### src/koent_ram.sv
// Generic single-port-write, single-port-read RAM with registered read data.
// No dependencies.
`default_nettype none

module koent_ram #(
  parameter int WIDTH = 8,
  parameter int DEPTH = 32,
  localparam int AW = (DEPTH > 1) ? $clog2(DEPTH) : 1
) (
  input  wire logic             clk,
  input  wire logic             we,
  input  wire logic [AW-1:0]    waddr,
  input  wire logic [WIDTH-1:0] wdata,
  input  wire logic             re,
  input  wire logic [AW-1:0]    raddr,
  output logic      [WIDTH-1:0] rdata
);

  logic [WIDTH-1:0] mem [DEPTH];

  always_ff @(posedge clk) begin
    if (we) begin
      mem[waddr] <= wdata;
    end
    if (re) begin
      rdata <= mem[raddr];
    end
  end

endmodule

`default_nettype wire

### config.mk
export PLATFORM = sky130hd
export DESIGN_NAME = koent_ram
export DESIGN_NICKNAME = d
export VERILOG_FILES = /design/src/koent_ram.sv
export SDC_FILE = /design/constraint.sdc
export NUM_CORES = 1
export LEC_CHECK = 0
export BUFFER_PORTS_ARGS = -buffer_cell sky130_fd_sc_hd__buf_2
export CORE_UTILIZATION = 55
export DETAILED_ROUTE_END_ITERATION = 10
export PLACE_DENSITY = 0.77
export SLEW_MARGIN = 20
export SYNTH_ARGS = -nofsm -noshare
export SYNTH_HDL_FRONTEND = slang
export SYNTH_SLANG_ARGS = --single-unit
### constraint.sdc
create_clock -name clk -period 4.3 [get_ports clk]
set_clock_uncertainty 0.1 [all_clocks]
set_input_delay 0.215 -clock clk [delete_from_list [all_inputs] [get_ports clk]]
set_output_delay 0.215 -clock clk [all_outputs]
set_load 0.005 [all_outputs]
==> results.sh <==
export IMPL_status="finished clean"
export IMPL_wl_per_cell_microns=29.5
export IMPL_tightest_slew_ps=968
export IMPL_drive_above_1_share_pct=33.2
export IMPL_grt_max_degree=41
export IMPL_seqPwrFrac_pct=55.1
export IMPL_syn_inst=417
export IMPL_drtIter0Drc=592
export IMPL_vias=4599
export IMPL_irDropWorstVdd_mv=0.309
export IMPL_die_h_microns=138
export IMPL_placed_area_sq_um=10500
export IMPL_cts_tree="yes"
export IMPL_endpoint_kind="flop"
export IMPL_syn_area_sq_um=10100
export IMPL_finalWorstSetupSlack_ps=1990
export IMPL_grt_pass1_vias=4673
export IMPL_post_drt_via_cell_ratio=6.52
export IMPL_finalSetupViolCount=0
export IMPL_seq_area_frac_synth_pct=78.2
export IMPL_start_util_pct=56.2
export IMPL_routed_wl_microns=20800
export IMPL_p_sw_share_pct=20.2
export IMPL_gp_congestion=0.802
export IMPL_clockBufferDepth=3
export IMPL_antenna_found_initial=0
export IMPL_first_pass_iters=7
export IMPL_cts_sinks=264
export IMPL_final_common_cell="edfxtp_1"
export IMPL_pwr_density_cell_nw_per_um2=464
export IMPL_synthTopCellsByArea="edfxtp_1 (78%), mux4_2 (18%), nor2_1 (1.2%)"
export IMPL_finalCritPeriodShare_pct=53.7
export IMPL_tns_ps=0
export IMPL_dp_hpwl_microns=12200
export IMPL_postCtsSetupBuffers=0
export IMPL_slew_violations=0
export IMPL_fin_crit_ps=2310
export IMPL_fin_cells=705
export IMPL_maxCapViolCount=0
export IMPL_path_clk_slew_ps=60
export IMPL_fmax_ghz=0.433
export IMPL_synth_top_area_share_pct=78.2
export IMPL_cp_required_ps=4480
export IMPL_htree_levels=1
export IMPL_fin_nets=478
export IMPL_die_w_microns=138
export IMPL_rsz0062_at_grt="false"
export IMPL_path_class="input port to flop"
export IMPL_cts_buffers=25
export IMPL_worstHoldStart="raddr[3]"
export IMPL_ioPinCount=29
export IMPL_areaGrowthSynthToFinish_pct=11.3
export IMPL_yosysTopAreaCell="edfxtp_1"
export IMPL_total_power_w=0.00524
export IMPL_synth_fp_nets=438
export IMPL_p_comb_share_pct=5.0
export IMPL_std_cell_rows=49
export IMPL_crit_start="raddr[0]"
export IMPL_grt_usage_pct=23.0
export IMPL_place_ws_ps=1400
export IMPL_hp_class="input port to flop"
export IMPL_cp_max_fo=40
export IMPL_arrival_ps=2480
export IMPL_dp_cells=658
export IMPL_p_sw_w=0.00106
export IMPL_core_sq_um=18000
export IMPL_ys_ff_latch=264
export IMPL_fin_area_sq_um=11300
export IMPL_final_cell_mix="edfxtp_1 (264), mux4_2 (80), nor2_1 (33)"
export IMPL_grt_overflow_total=0
export IMPL_max_slew_margin_rel_pct=35.2
export IMPL_grt_first_pass_wirelength_microns=30100
export IMPL_internal_power_w=0.00418
export IMPL_clk_insertion_delay_late_ps=530
export IMPL_die_area_sq_um=19000
export IMPL_synth_cell_types=14
export IMPL_crit_path_start_kind="input port"
export IMPL_synth_warnings=0
export IMPL_pwr_share_clk_pct=39.9
export IMPL_io_buffers=28
export IMPL_p_leak_nw=3.50
export IMPL_avgSynthCellArea_sq_um=24.3
export IMPL_detail_route_antenna_nets=0
export IMPL_drc=0
export IMPL_antenna_cells=0
export IMPL_finalHoldViolCount=0
export IMPL_r2r_start="mem[23][2]"
export IMPL_cts_root_buffer="clkbuf_16"
[cell usage after synthesis]
cell type,count
edfxtp_1,264
mux4_2,80
nor2_1,33
mux2_2,8
buf_1,6
buf_4,6
clkbuf_1,6
nand3b_1,5
or3b_2,3
nand3_1,2
buf_2,1
buf_6,1
nand2_1,1
or3_1,1
[power groups by stage]
stage,logic (W),registers [W],clock network [W]
floorplan,0.000153,0.00293,0
global placement,0.000252,0.00294,0
detailed placement,0.000259,0.00294,0
CTS,0.000265,0.00289,0.00211
global route,0.000277,0.00289,0.00219
finish,0.000262,0.00289,0.00209
[timing repair]
item,4_1_cts,5_1_grt
resized for setup,0,0
endpoints found under the hold margin,8,0
hold buffers,1,0
[per-layer routing]
metal  wire, microns  vias to the layer above  GRT usage, %
met1            8270                     2408          33.5
met4             405                        0          6.70
met3            2050                       36          4.19
li1                -                     1863             -
met2           10100                      292          36.2
met5               0                        -             0
[worst max-delay path, stage by stage]
cell	delay, ps
buf_4	600
buf_4	320
mux4_2	530
mux4_2	490
mux2_2	300
[layout make-up]
| type | count | area, sq um |
|---|---|---|
| clock buffer | 32 | 652 |
| clock inverter | 14 | 119 |
| fill | 1169 | 6750 |
| multi-input combinational | 133 | 2100 |
| sequential | 264 | 7930 |
| tap | 229 | 287 |
| timing repair buffer | 33 | 195 |
[state kept, by name, indices dropped and copies added, names as in the netlist]
signal	flops
mem	256
rdata	8
[cells by family (layout without fill, tap and decap cells)]
family | Yosys count | count (layout) | share of synthesized area [%]
simple gates | 45 | 45 | 2.05
mux | 88 | 88 | 18.7
buf+inv | 20 | 79 | 1.05
flops | 264 | 264 | 78.2
[final timing paths]
| kind | depth (start not counted) | slack (ps) | endpoint |
|---|---|---|---|
| worst max-delay path | 5 | 1990 | rdata[3] |
| worst min-delay path | 2 | 120 | rdata[6] |
| worst max register to register | 3 | 2240 | rdata[2] |
| worst min register to register | 3 | 900 | rdata[7] |
[metrics by stage]
step           util (%)  hold WS [ps]
5_1_grt            62.6           108
3_3_place_gp       58.2           478
2_1_floorplan         -           214
4_1_cts            62.6          98.0
6_report           62.6           124
3_5_place_dp       58.2           487
No activity file was read; power rests on OpenSTA's default activity.
