--- src/koent_pkg.sv ---
// Package for the keyed node table: widths, action and state codes,
// the stored entry layout and the result record. No dependencies.
`default_nettype none

package koent_pkg;

  localparam int SLOTS_DEF = 32;
  localparam int ID_W      = 32;
  localparam int TIME_W    = 32;
  localparam int KEY_W     = 64;
  localparam int KEY_WORDS = 4;
  localparam int COUNT_W   = 6;

  typedef enum logic [1:0] {
    ACT_ABSORB = 2'd0,
    ACT_TAKE   = 2'd1,
    ACT_LOOKUP = 2'd2,
    ACT_CLEAR  = 2'd3
  } act_t;

  typedef enum logic [1:0] {
    ST_IDLE,
    ST_CLEAR,
    ST_SCAN,
    ST_WRITE
  } state_t;

  typedef logic [KEY_WORDS-1:0][KEY_W-1:0] key_t;

  typedef struct packed {
    logic [ID_W-1:0]   node_id;
    logic [TIME_W-1:0] heard_time;
    key_t              key;
  } entry_t;

  // what the scan has found so far
  typedef struct packed {
    logic match;
    logic empty;
    logic free_hit;
    logic keyed_hit;
  } scan_flags_t;

  typedef struct packed {
    logic               ok;
    logic               key_present;
    logic [ID_W-1:0]    found_id;
    logic [TIME_W-1:0]  found_time;
    key_t               key;
    logic [COUNT_W-1:0] occupied_count;
  } result_t;

  function automatic logic key_nz(input key_t k);
    return |k;
  endfunction

endpackage

`default_nettype wire

--- src/koent_scan.sv ---
// Scan evaluator: looks at one read-back slot per cycle and keeps the id
// match, the first empty slot and the oldest keyless / keyed slots.
// Uses koent_pkg.
`default_nettype none

module koent_scan #(
  parameter int SLOTS = koent_pkg::SLOTS_DEF,
  localparam int AW = (SLOTS > 1) ? $clog2(SLOTS) : 1
) (
  input  wire logic                     clk,
  input  wire logic                     rst_n,
  input  wire logic                     init,
  input  wire logic                     dv,
  input  wire logic [AW-1:0]            didx,
  input  wire koent_pkg::entry_t        rdata,
  input  wire logic [koent_pkg::ID_W-1:0] req_id,
  output koent_pkg::scan_flags_t        flags,
  output logic      [AW-1:0]            match_idx,
  output logic      [AW-1:0]            empty_idx,
  output logic      [AW-1:0]            free_idx,
  output logic      [AW-1:0]            keyed_idx,
  output koent_pkg::entry_t             match_entry
);

  koent_pkg::scan_flags_t             flags_r;
  logic [AW-1:0]                      match_idx_r, empty_idx_r, free_idx_r, keyed_idx_r;
  logic [koent_pkg::TIME_W-1:0]       free_t_r, keyed_t_r;
  koent_pkg::entry_t                  match_e_r;
  logic                               id_nz, kd;
  logic                               hit_match, hit_empty, hit_free, hit_keyed;

  always_comb begin
    id_nz     = rdata.node_id != '0;
    kd        = koent_pkg::key_nz(rdata.key);
    hit_match = dv && (req_id != '0) && (rdata.node_id == req_id) && !flags_r.match;
    hit_empty = dv && !id_nz && !flags_r.empty;
    // strict compare keeps the lowest index on equal times
    hit_keyed = dv && id_nz && kd &&
                (!flags_r.keyed_hit || (rdata.heard_time < keyed_t_r));
    hit_free  = dv && id_nz && !kd &&
                (!flags_r.free_hit || (rdata.heard_time < free_t_r));
  end

  always_ff @(posedge clk) begin
    if (!rst_n) begin
      flags_r <= '0;
    end else if (init) begin
      flags_r <= '0;
    end else begin
      if (hit_match) flags_r.match     <= 1'b1;
      if (hit_empty) flags_r.empty     <= 1'b1;
      if (hit_free)  flags_r.free_hit  <= 1'b1;
      if (hit_keyed) flags_r.keyed_hit <= 1'b1;
    end
  end

  always_ff @(posedge clk) begin
    if (hit_match) begin
      match_idx_r <= didx;
      match_e_r   <= rdata;
    end
    if (hit_empty) begin
      empty_idx_r <= didx;
    end
    if (hit_free) begin
      free_idx_r <= didx;
      free_t_r   <= rdata.heard_time;
    end
    if (hit_keyed) begin
      keyed_idx_r <= didx;
      keyed_t_r   <= rdata.heard_time;
    end
  end

  assign flags       = flags_r;
  assign match_idx   = match_idx_r;
  assign empty_idx   = empty_idx_r;
  assign free_idx    = free_idx_r;
  assign keyed_idx   = keyed_idx_r;
  assign match_entry = match_e_r;

endmodule

`default_nettype wire

--- config.mk ---
export PLATFORM = sky130hd
export DESIGN_NAME = koent_scan
export DESIGN_NICKNAME = d
export VERILOG_FILES = /design/src/koent_pkg.sv /design/src/koent_scan.sv
export SDC_FILE = /design/constraint.sdc
export NUM_CORES = 1
export LEC_CHECK = 0
export ABC_AREA = 1
export BUFFER_PORTS_ARGS = -buffer_cell sky130_fd_sc_hd__buf_2
export CAP_MARGIN = 10
export CORE_AREA = 2 2 277 279
export DETAILED_ROUTE_END_ITERATION = 8
export DIE_AREA = 0 0 279 281
export SLEW_MARGIN = 20
export SYNTH_ARGS = -nofsm -noshare
export SYNTH_HDL_FRONTEND = slang
export SYNTH_SLANG_ARGS = --single-unit
--- constraint.sdc ---
create_clock -name clk -period 16.45 [get_ports clk]
set_input_delay 0.8225 -clock clk [delete_from_list [all_inputs] [get_ports clk]]
set_output_delay 0.8225 -clock clk [all_outputs]
set_load 0.1 [all_outputs]
==> flow_summary.ini, run 1 <==
[clock_network]
cts.repair.resized = 0
cts_hold_buf = 0
clock-root-buffer = clkbuf_16
post_cts_buffers = 0
cts_inserted_buffers = 47
clock_sinks = 408
clk_pin_slew_ns = 0.06
clock_latency_ns = 0.56
cts_buffer_depth = 3
htree_levels = 2
cts_tree = built

[yosys]
synth_top_area_share_pct = 76.6
syn_nets = 1579
synthTopCellsByArea = edfxtp_1 77%, nor2_1 5.4%, ha_1 4.9%, nand2_1 4.8%, inv_1 3.0%
ys_types = 29
syn-cell-area_sq_um = 15800
synth-seq-cells = 408
synth_cells = 1156
syn_area_per_cell_sq_um = 13.7
yosysSeqAreaShare_pct = 77.1
yosysWarnings = 0
yosysTopAreaCell = edfxtp_1

[setup_path]
path_max_fanout = 80
cp.required_ns = 16.65
rr_startpoint = flags[3]
cp-start-kind = input pin
endpoint = match_entry[122]
path_common_cell = nand2_1
path_class = in -> reg
cp-startpoint = rdata[301]
crit_path_max_incr_delay_ns = 0.91
r2r_cells = 8
rrSetupSlack_ns = 12.58
crit_path_top_delay_cell = buf_4
cp-end-kind = flop
timing.rr.end = match_entry[122]
cp_cell_sequence = buf_2 -> inv_1 -> nand2_1 -> nand2_1 -> nor3b_1 -> nand2_1 -> nor3_1 -> nand2_1 -> nor2_4 -> buf_4 -> buf_4 -> buf_4
arrival_ns = 4.35

[power_and_ir_drop]
vdd_drop_max_mv = 0.0731
pwr_density_cell_nw_per_um2 = 107
leakagePower_nw = 9.31
power.total_w = 0.00237

[placement]
dp_slack_ns = 11.71
hpwl_mm = 47.6
gp_congestion = 0.908
io_buffers = 704

[global_route]
grt_max_degree = 81
grt_overflow_total = 0
grt_pass1_wl_mm = 78.5
grt_pass1_vias = 11408
grt_usage_pct = 14.0
antenna_found_initial = 27

[floorplanning]
rows = 101
io_pins = 705
die_h_um = 281
die-width_um = 279
core_area_sq_um = 75400
die_area_sq_um = 78400
initial_utilization_pct = 21.0

[timing]
clock_skew_ns = 0.0134
fmax_ghz = 0.241
grt_setup_unrepaired = no
timing.final.crit_period_ns = 4.14
slew_viol_final = 0
tightest_slew_ns = 1.05
fin_ws_ns = 12.31
min_period_over_period_pct = 25.2
finalSetupTns_ns = 0
hold_viol = 0
setup_viol_count_final = 0
max_slew_margin_pct = 29.7

[routing]
ant_nets = 0
drc = 0
drtPass1Iterations = 7
drt_iter0_drc = 743
vias_per_cell = 3.99
drt_wl_total_mm = 57.7
vias = 11740
wl_per_cell_um = 19.6

[cells_and_area]
fillers = 7775
area_growth_pct = 40.7
layout.nets = 2340
drive_gt1_share_pct = 40.5

[run]
cap_violations = 0

[worst_hold_path]
holdCritPathClass = in -> reg
hp-start = rdata[1]

[status]
status = complete, no violations
layout by cell type, fill, tap and decap left out, types with 2 or more instances in the layout:
cell / n
buf_2: 704
edfxtp_1: 404
nor2_1: 228
nand2_1: 204
inv_1: 127
ha_1: 62
clkbuf_16: 48
a21oi_1: 31
nand3_1: 20
nand4_1: 19
nor3_1: 11
clkinv_1: 11
clkbuf_1: 11
o21ai_0: 9
bufinv_16: 8
buf_4: 8
diode_2: 6
xnor2_1: 6
nor4_1: 5
dfxtp_1: 4
or2_2: 3
clkinv_2: 3
o211ai_1: 2
nor3b_1: 2
nor2_4: 2
o21a_1: 2
inv_2: 2
a21oi_4: 2
xor2_1: 2
clkinv_4: 2
how the worst min path moves through the flow:
stage                        to  slack (ns)  cells past startpoint
6_report         match_entry[1]        0.44                      1
5_1_grt        match_entry[203]        0.39                      1
4_1_cts        match_entry[195]        0.38                      1
3_5_place_dp           flags[1]        0.51                      2
3_3_place_gp           flags[0]        0.49                      2
2_1_floorplan          flags[0]        0.89                      2
cell usage after synthesis:
cell	count
nor4_4	1
nor2_4	1
nand3_1	20
nor2_1	229
nor3_1	11
o21ai_0	9
inv_2	2
a21oi_1	32
a31oi_1	1
nand2_1	204
edfxtp_1	404
nand4_1	19
or2_2	3
o21ai_1	1
nand2_2	1
a21oi_2	2
o2111ai_1	1
nand3_2	1
o21a_1	2
xnor2_1	6
or2_1	1
dfxtp_1	4
nor4_1	5
xor2_1	2
ha_1	62
o211ai_1	2
nor2_2	1
inv_1	127
nor3b_1	2
per-stage QoR:
step | util, % | hold slack (ns) | cells | instance area (sq um)
after detailed placement | 27.4 | 0.506 | 2846 | 20700
after CTS | 29.5 | 0.381 | 2933 | 22300
after global routing | 29.5 | 0.390 | 2934 | 22300
after global placement | 27.4 | 0.491 | 2846 | 20700
after floorplan | - | 0.890 | 1156 | 15800
final | 29.5 | 0.440 | 2939 | 22300
cell families (layout without fill, tap and decap cells):
family	Yosys count	count (layout)	synth area share (%)
AO/OA/AOI/OAI	50	50	1.72
flip-flops	408	408	77.1
XOR/XNOR	8	8	0.442
adder cells (fa/ha/maj)	62	62	4.90
other	0	6	0
AND/OR/NAND/NOR	499	499	12.8
buffers and inverters	129	928	3.06
power by group:
part           total, W  switching, W  internal [W]
logic          0.000140     0.0000853     0.0000547
registers       0.00115    0.00000143       0.00115
clock network   0.00108      0.000422      0.000662
cell type report:
cell class                      count  area, sq um  share of cell area [%]
Tap cell                          978         1220                    5.49
Sequential cell                   408        12200                    54.8
Inverter                          129          484                    2.17
Clock inverter                     28          358                    1.61
Antenna cell                        6         15.0                  0.0674
Timing Repair Buffer              712         3580                    16.1
Clock buffer                       59         1240                    5.57
Multi-Input combinational cell    619         3170                    14.2
worst max-delay path, delay by kind of cell:
kind          cells  cell delay (ns)
buf+inv           5             2.50
simple gates      7             0.84
routing by layer:
metal,global-route usage [%],share of wire [%]
met1,17.1,39
met3,4.26,10
met2,23.7,48
met5,0,0.099
met4,4.22,2.8
flip-flops by register name, indices dropped and copies added, names as in the netlist:
signal / count
empty_idx: 5
flags: 4
free_idx: 5
free_t_r: 32
keyed_idx: 5
keyed_t_r: 32
match_entry: 320
match_idx: 5
Note: power is estimated with default switching activity, not from simulation.
==> inputs of run 2 (changes only) <==
--- a/config.mk
+++ b/config.mk
@@ -5,12 +5,12 @@
 export SDC_FILE = /design/constraint.sdc
 export NUM_CORES = 1
 export LEC_CHECK = 0
-export ABC_AREA = 1
+export ABC_AREA = 0
 export BUFFER_PORTS_ARGS = -buffer_cell sky130_fd_sc_hd__buf_2
 export CAP_MARGIN = 10
-export CORE_AREA = 2 2 277 279
+export CORE_AREA = 2 2 272 274
 export DETAILED_ROUTE_END_ITERATION = 8
-export DIE_AREA = 0 0 279 281
+export DIE_AREA = 0 0 274 276
 export SLEW_MARGIN = 20
 export SYNTH_ARGS = -nofsm -noshare
 export SYNTH_HDL_FRONTEND = slang
==> constraint.sdc (replaced) <==
create_clock -name clk -period 3.6 [get_ports clk]
set_input_delay 0.18 -clock clk [delete_from_list [all_inputs] [get_ports clk]]
set_output_delay 0.18 -clock clk [all_outputs]
set_load 0.1 [all_outputs]
==> run 2 against run 1 <==
  * Utilization up 4.5 points
  * First-iteration DRC count grew 5.8%
  * Clock power rose to 4.5 times the previous value
  * Combinational power grew to 6.3 times the previous value
  * Final cell count down 1.6%
  * Via count is 3.8% higher
  * Global-route usage grew 2.7 points
  * Largest power group unchanged
  * Highest routed layer unchanged
==> flow_summary.ini, run 2 <==
[cells_and_area]
layout_commonest_cell = buf_2
drive_gt1_share_pct = 41.4
largest_reg_flops = 320
fillers = 7065
fin_util_pct = 34.0
layout.nets = 2312
final_cell_mix = 704 x buf_2, 404 x edfxtp_1, 326 x dlygate4sd3_1
area_growth_pct = 66.0
post_layout_nonfiller_instances = 2893

[clock_network]
clk_pin_slew_ns = 0.06
clock_sinks = 408
cts_buffer_depth = 3
post_cts_buffers = 0
cts_tree = built
clock-root-buffer = clkbuf_16
clock_latency_ns = 0.58
htree_levels = 2
cts.repair.resized = 0
cts_inserted_buffers = 49

[routing]
vias_per_cell = 4.21
wl_per_cell_um = 22.9
vias = 12183
drtPass1Iterations = 5
ant_nets = 0
drt_wl_total_mm = 66.2
drt_iter0_drc = 786
drc = 0

[yosys]
yosysTopAreaCell = edfxtp_1
yosysWarnings = 0
synth_cells = 794
ys_types = 33
synth_edf_count = 404
synthArstFlopShare_pct = 0
synth_most_common_cell = edfxtp_1
synth_common_cells = 404 x edfxtp_1, 92 x nor4_1, 65 x inv_1
syn-cell-area_sq_um = 14900
synth_ff_type = edfxtp_1
syn_area_per_cell_sq_um = 18.7
yosysSeqAreaShare_pct = 82.1
synth-seq-cells = 408
synthTopCellsByArea = edfxtp_1 82%, ha_1 5.2%, nor4_1 3.9%, xor2_1 1.6%, inv_1 1.6%
synth_top_area_share_pct = 81.6
syn_nets = 1217

[global_route]
grt_pass1_wl_mm = 90.0
antenna_found_initial = 32
grt_overflow_total = 0
grt_pass1_vias = 12867
grt_usage_pct = 16.7
grt_max_degree = 126

[run]
cap_violations = 0

[floorplanning]
die_h_um = 276
core_area_sq_um = 72600
die-width_um = 274
io_pins = 705
initial_utilization_pct = 20.5
die_area_sq_um = 75600
rows = 99

[setup_path]
r2r_cells = 8
endpoint = free_t_r[19]
path_class = in -> reg
cp-startpoint = rdata[73]
rrSetupSlack_ns = 0.90
timing.rr.end = keyed_t_r[23]
path_max_fanout = 37
arrival_ns = 3.31
cp.required_ns = 3.84
cp-start-kind = input pin
cp-end-kind = flop
rr_startpoint = keyed_t_r[11]

[placement]
hpwl_mm = 51.6
dp.cells = 2471
gp_congestion = 0.945
io_buffers = 704

[worst_hold_path]
holdCritPathClass = in -> reg

[timing]
clock_skew_ns = 0.0294
slew_viol_final = 0
max_slew_margin_pct = 42.8
min_period_over_period_pct = 85.3
whs_ns = 0.127
fmax_ghz = 0.326
grt_setup_unrepaired = no
tightest_slew_ns = 0.859
timing.final.crit_period_ns = 3.07
hold_viol = 0
finalSetupTns_ns = 0
setup_viol_count_final = 0

[power_and_ir_drop]
pwr_density_cell_nw_per_um2 = 444
leakagePower_nw = 9.89
vdd_drop_max_mv = 0.448

[status]
status = complete, no violations
run 2: cell count changes after synthesis, sizes merged, moves of 7 or more:
cell	delta
nor4	+87
nand2	-190
xor2	+26
inv	-64
nand4	+12
nand3	-18
a21oi	-12
nor3	-7
nor2	-221
run 2: cell type report:
| cell class | instances | area, sq um | area share (%) |
|---|---|---|---|
| Antenna cell | 6 | 15.0 | 0.0608 |
| Clock buffer | 56 | 1270 | 5.16 |
| Clock inverter | 34 | 294 | 1.19 |
| Inverter | 65 | 244 | 0.988 |
| Multi-Input combinational cell | 321 | 2470 | 9.99 |
| Sequential cell | 408 | 12200 | 49.5 |
| Tap cell | 959 | 1200 | 4.86 |
| Timing Repair Buffer | 1044 | 6980 | 28.3 |
run 2: worst min path at each step:
stage              start  slack, ns              end  cells after the start
2_1_floorplan    didx[0]       0.28     empty_idx[0]                      0
3_3_place_gp   rdata[37]       0.37  match_entry[37]                      1
3_5_place_dp   rdata[70]       0.37  match_entry[70]                      1
4_1_cts               dv       0.07         flags[2]                      4
5_1_grt               dv       0.14         flags[2]                      4
6_report              dv       0.13         flags[2]                      4
run 2: metrics by stage:
stage                     power [W]  worst slack [ns]  area (sq um)
final                        0.0110             0.530         24700
after global routing         0.0114             0.388         24700
after CTS                    0.0111             0.543         24700
after detailed placement    0.00593             0.502         19800
after global placement      0.00592             0.436         19800
after floorplan             0.00553             -8.10         14900
run 2: layer usage:
layer / up-vias / GRT usage, % / routed length, um
li1: 5421 / - / -
met1: 5929 / 18.3 / 24200
met2: 640 / 29.3 / 32500
met3: 177 / 5.44 / 6340
met4: 16 / 6.79 / 3000
met5: - / 0 / 103
run 2: critical path, stage by stage:
cell and delay (ns):
dlygate4sd3_1 0.54, buf_2 0.13, nor4_1 0.49, nand4_1 0.20, nor4_1 0.56, buf_4 0.23
nand4_1 0.17, buf_4 0.20, nor4_4 0.31, buf_12 0.28
run 2: cell families (layout without fill, tap and decap cells):
group                      after synthesis  in the layout  share of synthesized area [%]
AOI/OAI and AO/OA                       58             58                           2.36
xor gates and xnor gates                32             32                           1.88
adders and majority gates               62             62                           5.22
buffers and inverters                   65           1199                           1.64
DFF                                    408            408                           82.1
other                                    0              6                              0
and+or+nand+nor                        169            169                           6.78
run 2: report_power, final:
part	leakage [nW]	switching (W)	total, W	internal (W)
Combinational	5.46	0.000420	0.000880	0.000460
Sequential	3.69	0.00000721	0.00526	0.00525
Clock	0.745	0.00206	0.00484	0.00278
Total	9.89	0.00249	0.0110	0.00848
run 2: timing repair:
| action | in CTS | in global routing |
|---|---|---|
| setup endpoints to repair | 0 | 0 |
| hold buffers | 326 | 0 |
| endpoints found under the hold margin | 405 | 0 |
==> inputs of run 3 (changes only) <==
--- a/config.mk
+++ b/config.mk
@@ -8,9 +8,9 @@
 export ABC_AREA = 0
 export BUFFER_PORTS_ARGS = -buffer_cell sky130_fd_sc_hd__buf_2
 export CAP_MARGIN = 10
-export CORE_AREA = 2 2 272 274
+export CORE_AREA = 2 2 277 279
 export DETAILED_ROUTE_END_ITERATION = 8
-export DIE_AREA = 0 0 274 276
+export DIE_AREA = 0 0 279 281
 export SLEW_MARGIN = 20
 export SYNTH_ARGS = -nofsm -noshare
 export SYNTH_HDL_FRONTEND = slang
==> run 3 against run 2 <==
  * First-iteration DRC count rose by 1.1%
  * Utilization is 1.4 points lower
  * Count of clock-buffer cells in the layout decreased by 5
  * Critical path type unchanged
  * Largest cell class unchanged
  * Largest power group unchanged
==> flow_summary.ini, run 3 (synthesis gave the netlist of run 2 again) <==
[power_and_ir_drop]
leakagePower_nw = 9.87
pwr_density_cell_nw_per_um2 = 434
vdd_drop_max_mv = 0.332

[placement]
gp_congestion = 0.907
io_buffers = 704
dp_slack_ns = 0.131
hpwl_mm = 46.5

[global_route]
antenna_found_initial = 27
use_met1_pct = 15.8
use_met2_pct = 23.7
grt_pass1_vias = 12487
grt_usage_pct = 14.5
grt_pass1_wl_mm = 82.5
use_met3_pct = 8.11
busiest_layer = met2
grt_max_degree = 92
grt_overflow_total = 0

[routing]
vias_per_cell = 4.12
drt_iter0_drc = 795
drtPass1Iterations = 5
drc = 0
drt_wl_total_mm = 60.6
vias = 11989
wl_per_cell_um = 20.8
ant_nets = 0

[status]
status = complete, no violations

[clock_network]
cts_tree = built
clk_pin_slew_ns = 0.06
clock-root-buffer = clkbuf_16
clock_sinks = 408
cts_buffer_depth = 3
cts.repair.resized = 0
cts_inserted_buffers = 45
post_cts_buffers = 0
clock_latency_ns = 0.56
htree_levels = 2

[cells_and_area]
layout_commonest_cell = buf_2
largest_reg_flops = 320
drive_gt1_share_pct = 41.4
multiInputGateArea_sq_um = 2480
fin_util_pct = 32.6
fillers = 7259
seq_area_sq_um = 12200
area_growth_pct = 65.4
layout.nets = 2310
final_cell_mix = 704 x buf_2, 404 x edfxtp_1, 325 x dlygate4sd3_1

[timing]
timing.final.crit_period_ns = 3.32
fin_ws_ns = 0.280
tightest_slew_ns = 1.12
setup_viol_count_final = 0
hold_viol = 0
fmax_ghz = 0.301
max_slew_margin_pct = 25.5
clock_skew_ns = 0.0144
slew_viol_final = 0
min_period_over_period_pct = 92.2
grt_setup_unrepaired = no

[floorplanning]
rows = 101
die-width_um = 279
die_h_um = 281
core_area_sq_um = 75400
io_pins = 705
die_area_sq_um = 78400
initial_utilization_pct = 19.7

[setup_path]
arrival_ns = 3.56
crit_path_top_delay_cell = nor4_1
path_max_fanout = 37
crit_path_max_incr_delay_ns = 0.90
cp-end-kind = flop
cp.depth = 10
critPathBufInv = 5
cp.required_ns = 3.84
path_class = in -> reg
r2r_cells = 8
cp-start-kind = input pin
cp_cell_sequence = dlygate4sd3_1 -> buf_2 -> nor4_1 -> nand4_1 -> nor4_1 -> buf_4 -> nand4_1 -> buf_4 -> nor4_4 -> buf_12
cpLargestDelayFamily = simple AND/OR/NAND/NOR gates

[worst_hold_path]
holdCritPathClass = in -> reg
min_path_cells = 4

[run]
cap_violations = 0
[run 3: changes by cell type in the layout (fill, tap and decap cells not counted), moves of 3 or more]
cell / delta
clkbuf_16: -3
clkinv_4: -4
clkinv_2: +5
buf_4: +5
clkinvlp_4: -6
[run 3: routing by layer]
layer | routed length, um | share of wire (%)
met3 | 8340 | 14
met5 | 133 | 0.22
met1 | 21600 | 36
met4 | 2110 | 3.5
met2 | 28400 | 47
[run 3: stage by stage]
stage	instances	TNS, ns	hold WS (ns)	power, W	area (sq um)
after floorplan	794	-2641.76	0.279	0.00553	14900
after global placement	2493	0	0.372	0.00590	19900
after detailed placement	2493	0	0.374	0.00592	19900
after CTS	2900	0	0.0717	0.0108	24600
after global routing	2902	0	0.120	0.0110	24600
final	2907	0	0.116	0.0107	24600
[run 3: final cells by class]
type                    instances  area share, %
flip-flops and latches        408           49.7
repair buffers               1046           28.3
multi-input cells             321           10.1
well taps                     978           4.98
clock buffers                  51           4.84
clock inverters                31           1.05
inverters                      65          0.992
diodes                          7         0.0712
[run 3: final timing paths]
kind	end	startpoint	slack [ns]
max	free_idx[0]	rdata[92]	0.28
min	flags[2]	dv	0.12
max reg2reg	keyed_idx[4]	keyed_t_r[19]	0.77
min reg2reg	flags[3]	flags[3]	0.51
[run 3: power breakdown]
| part | switching [W] | internal, W | total (W) |
|---|---|---|---|
| Clock | 0.00190 | 0.00266 | 0.00456 |
| Sequential | 0.00000717 | 0.00525 | 0.00526 |
| Combinational | 0.000397 | 0.000458 | 0.000855 |
[run 3: repair_timing]
item / CTS / global route
endpoints found under the hold margin: 404 / 0
hold buffers: 325 / 0
setup endpoints to repair: 0 / 0
[run 3: worst reg2reg max path, stage by stage (launching register included)]
cell      delay, ns
edfxtp_1       0.36
inv_1          0.07
ha_1           0.23
a21oi_1        0.14
o21ai_0        0.13
a221oi_1       0.32
nor2_1         0.12
nor4b_4        0.83
buf_12         0.28
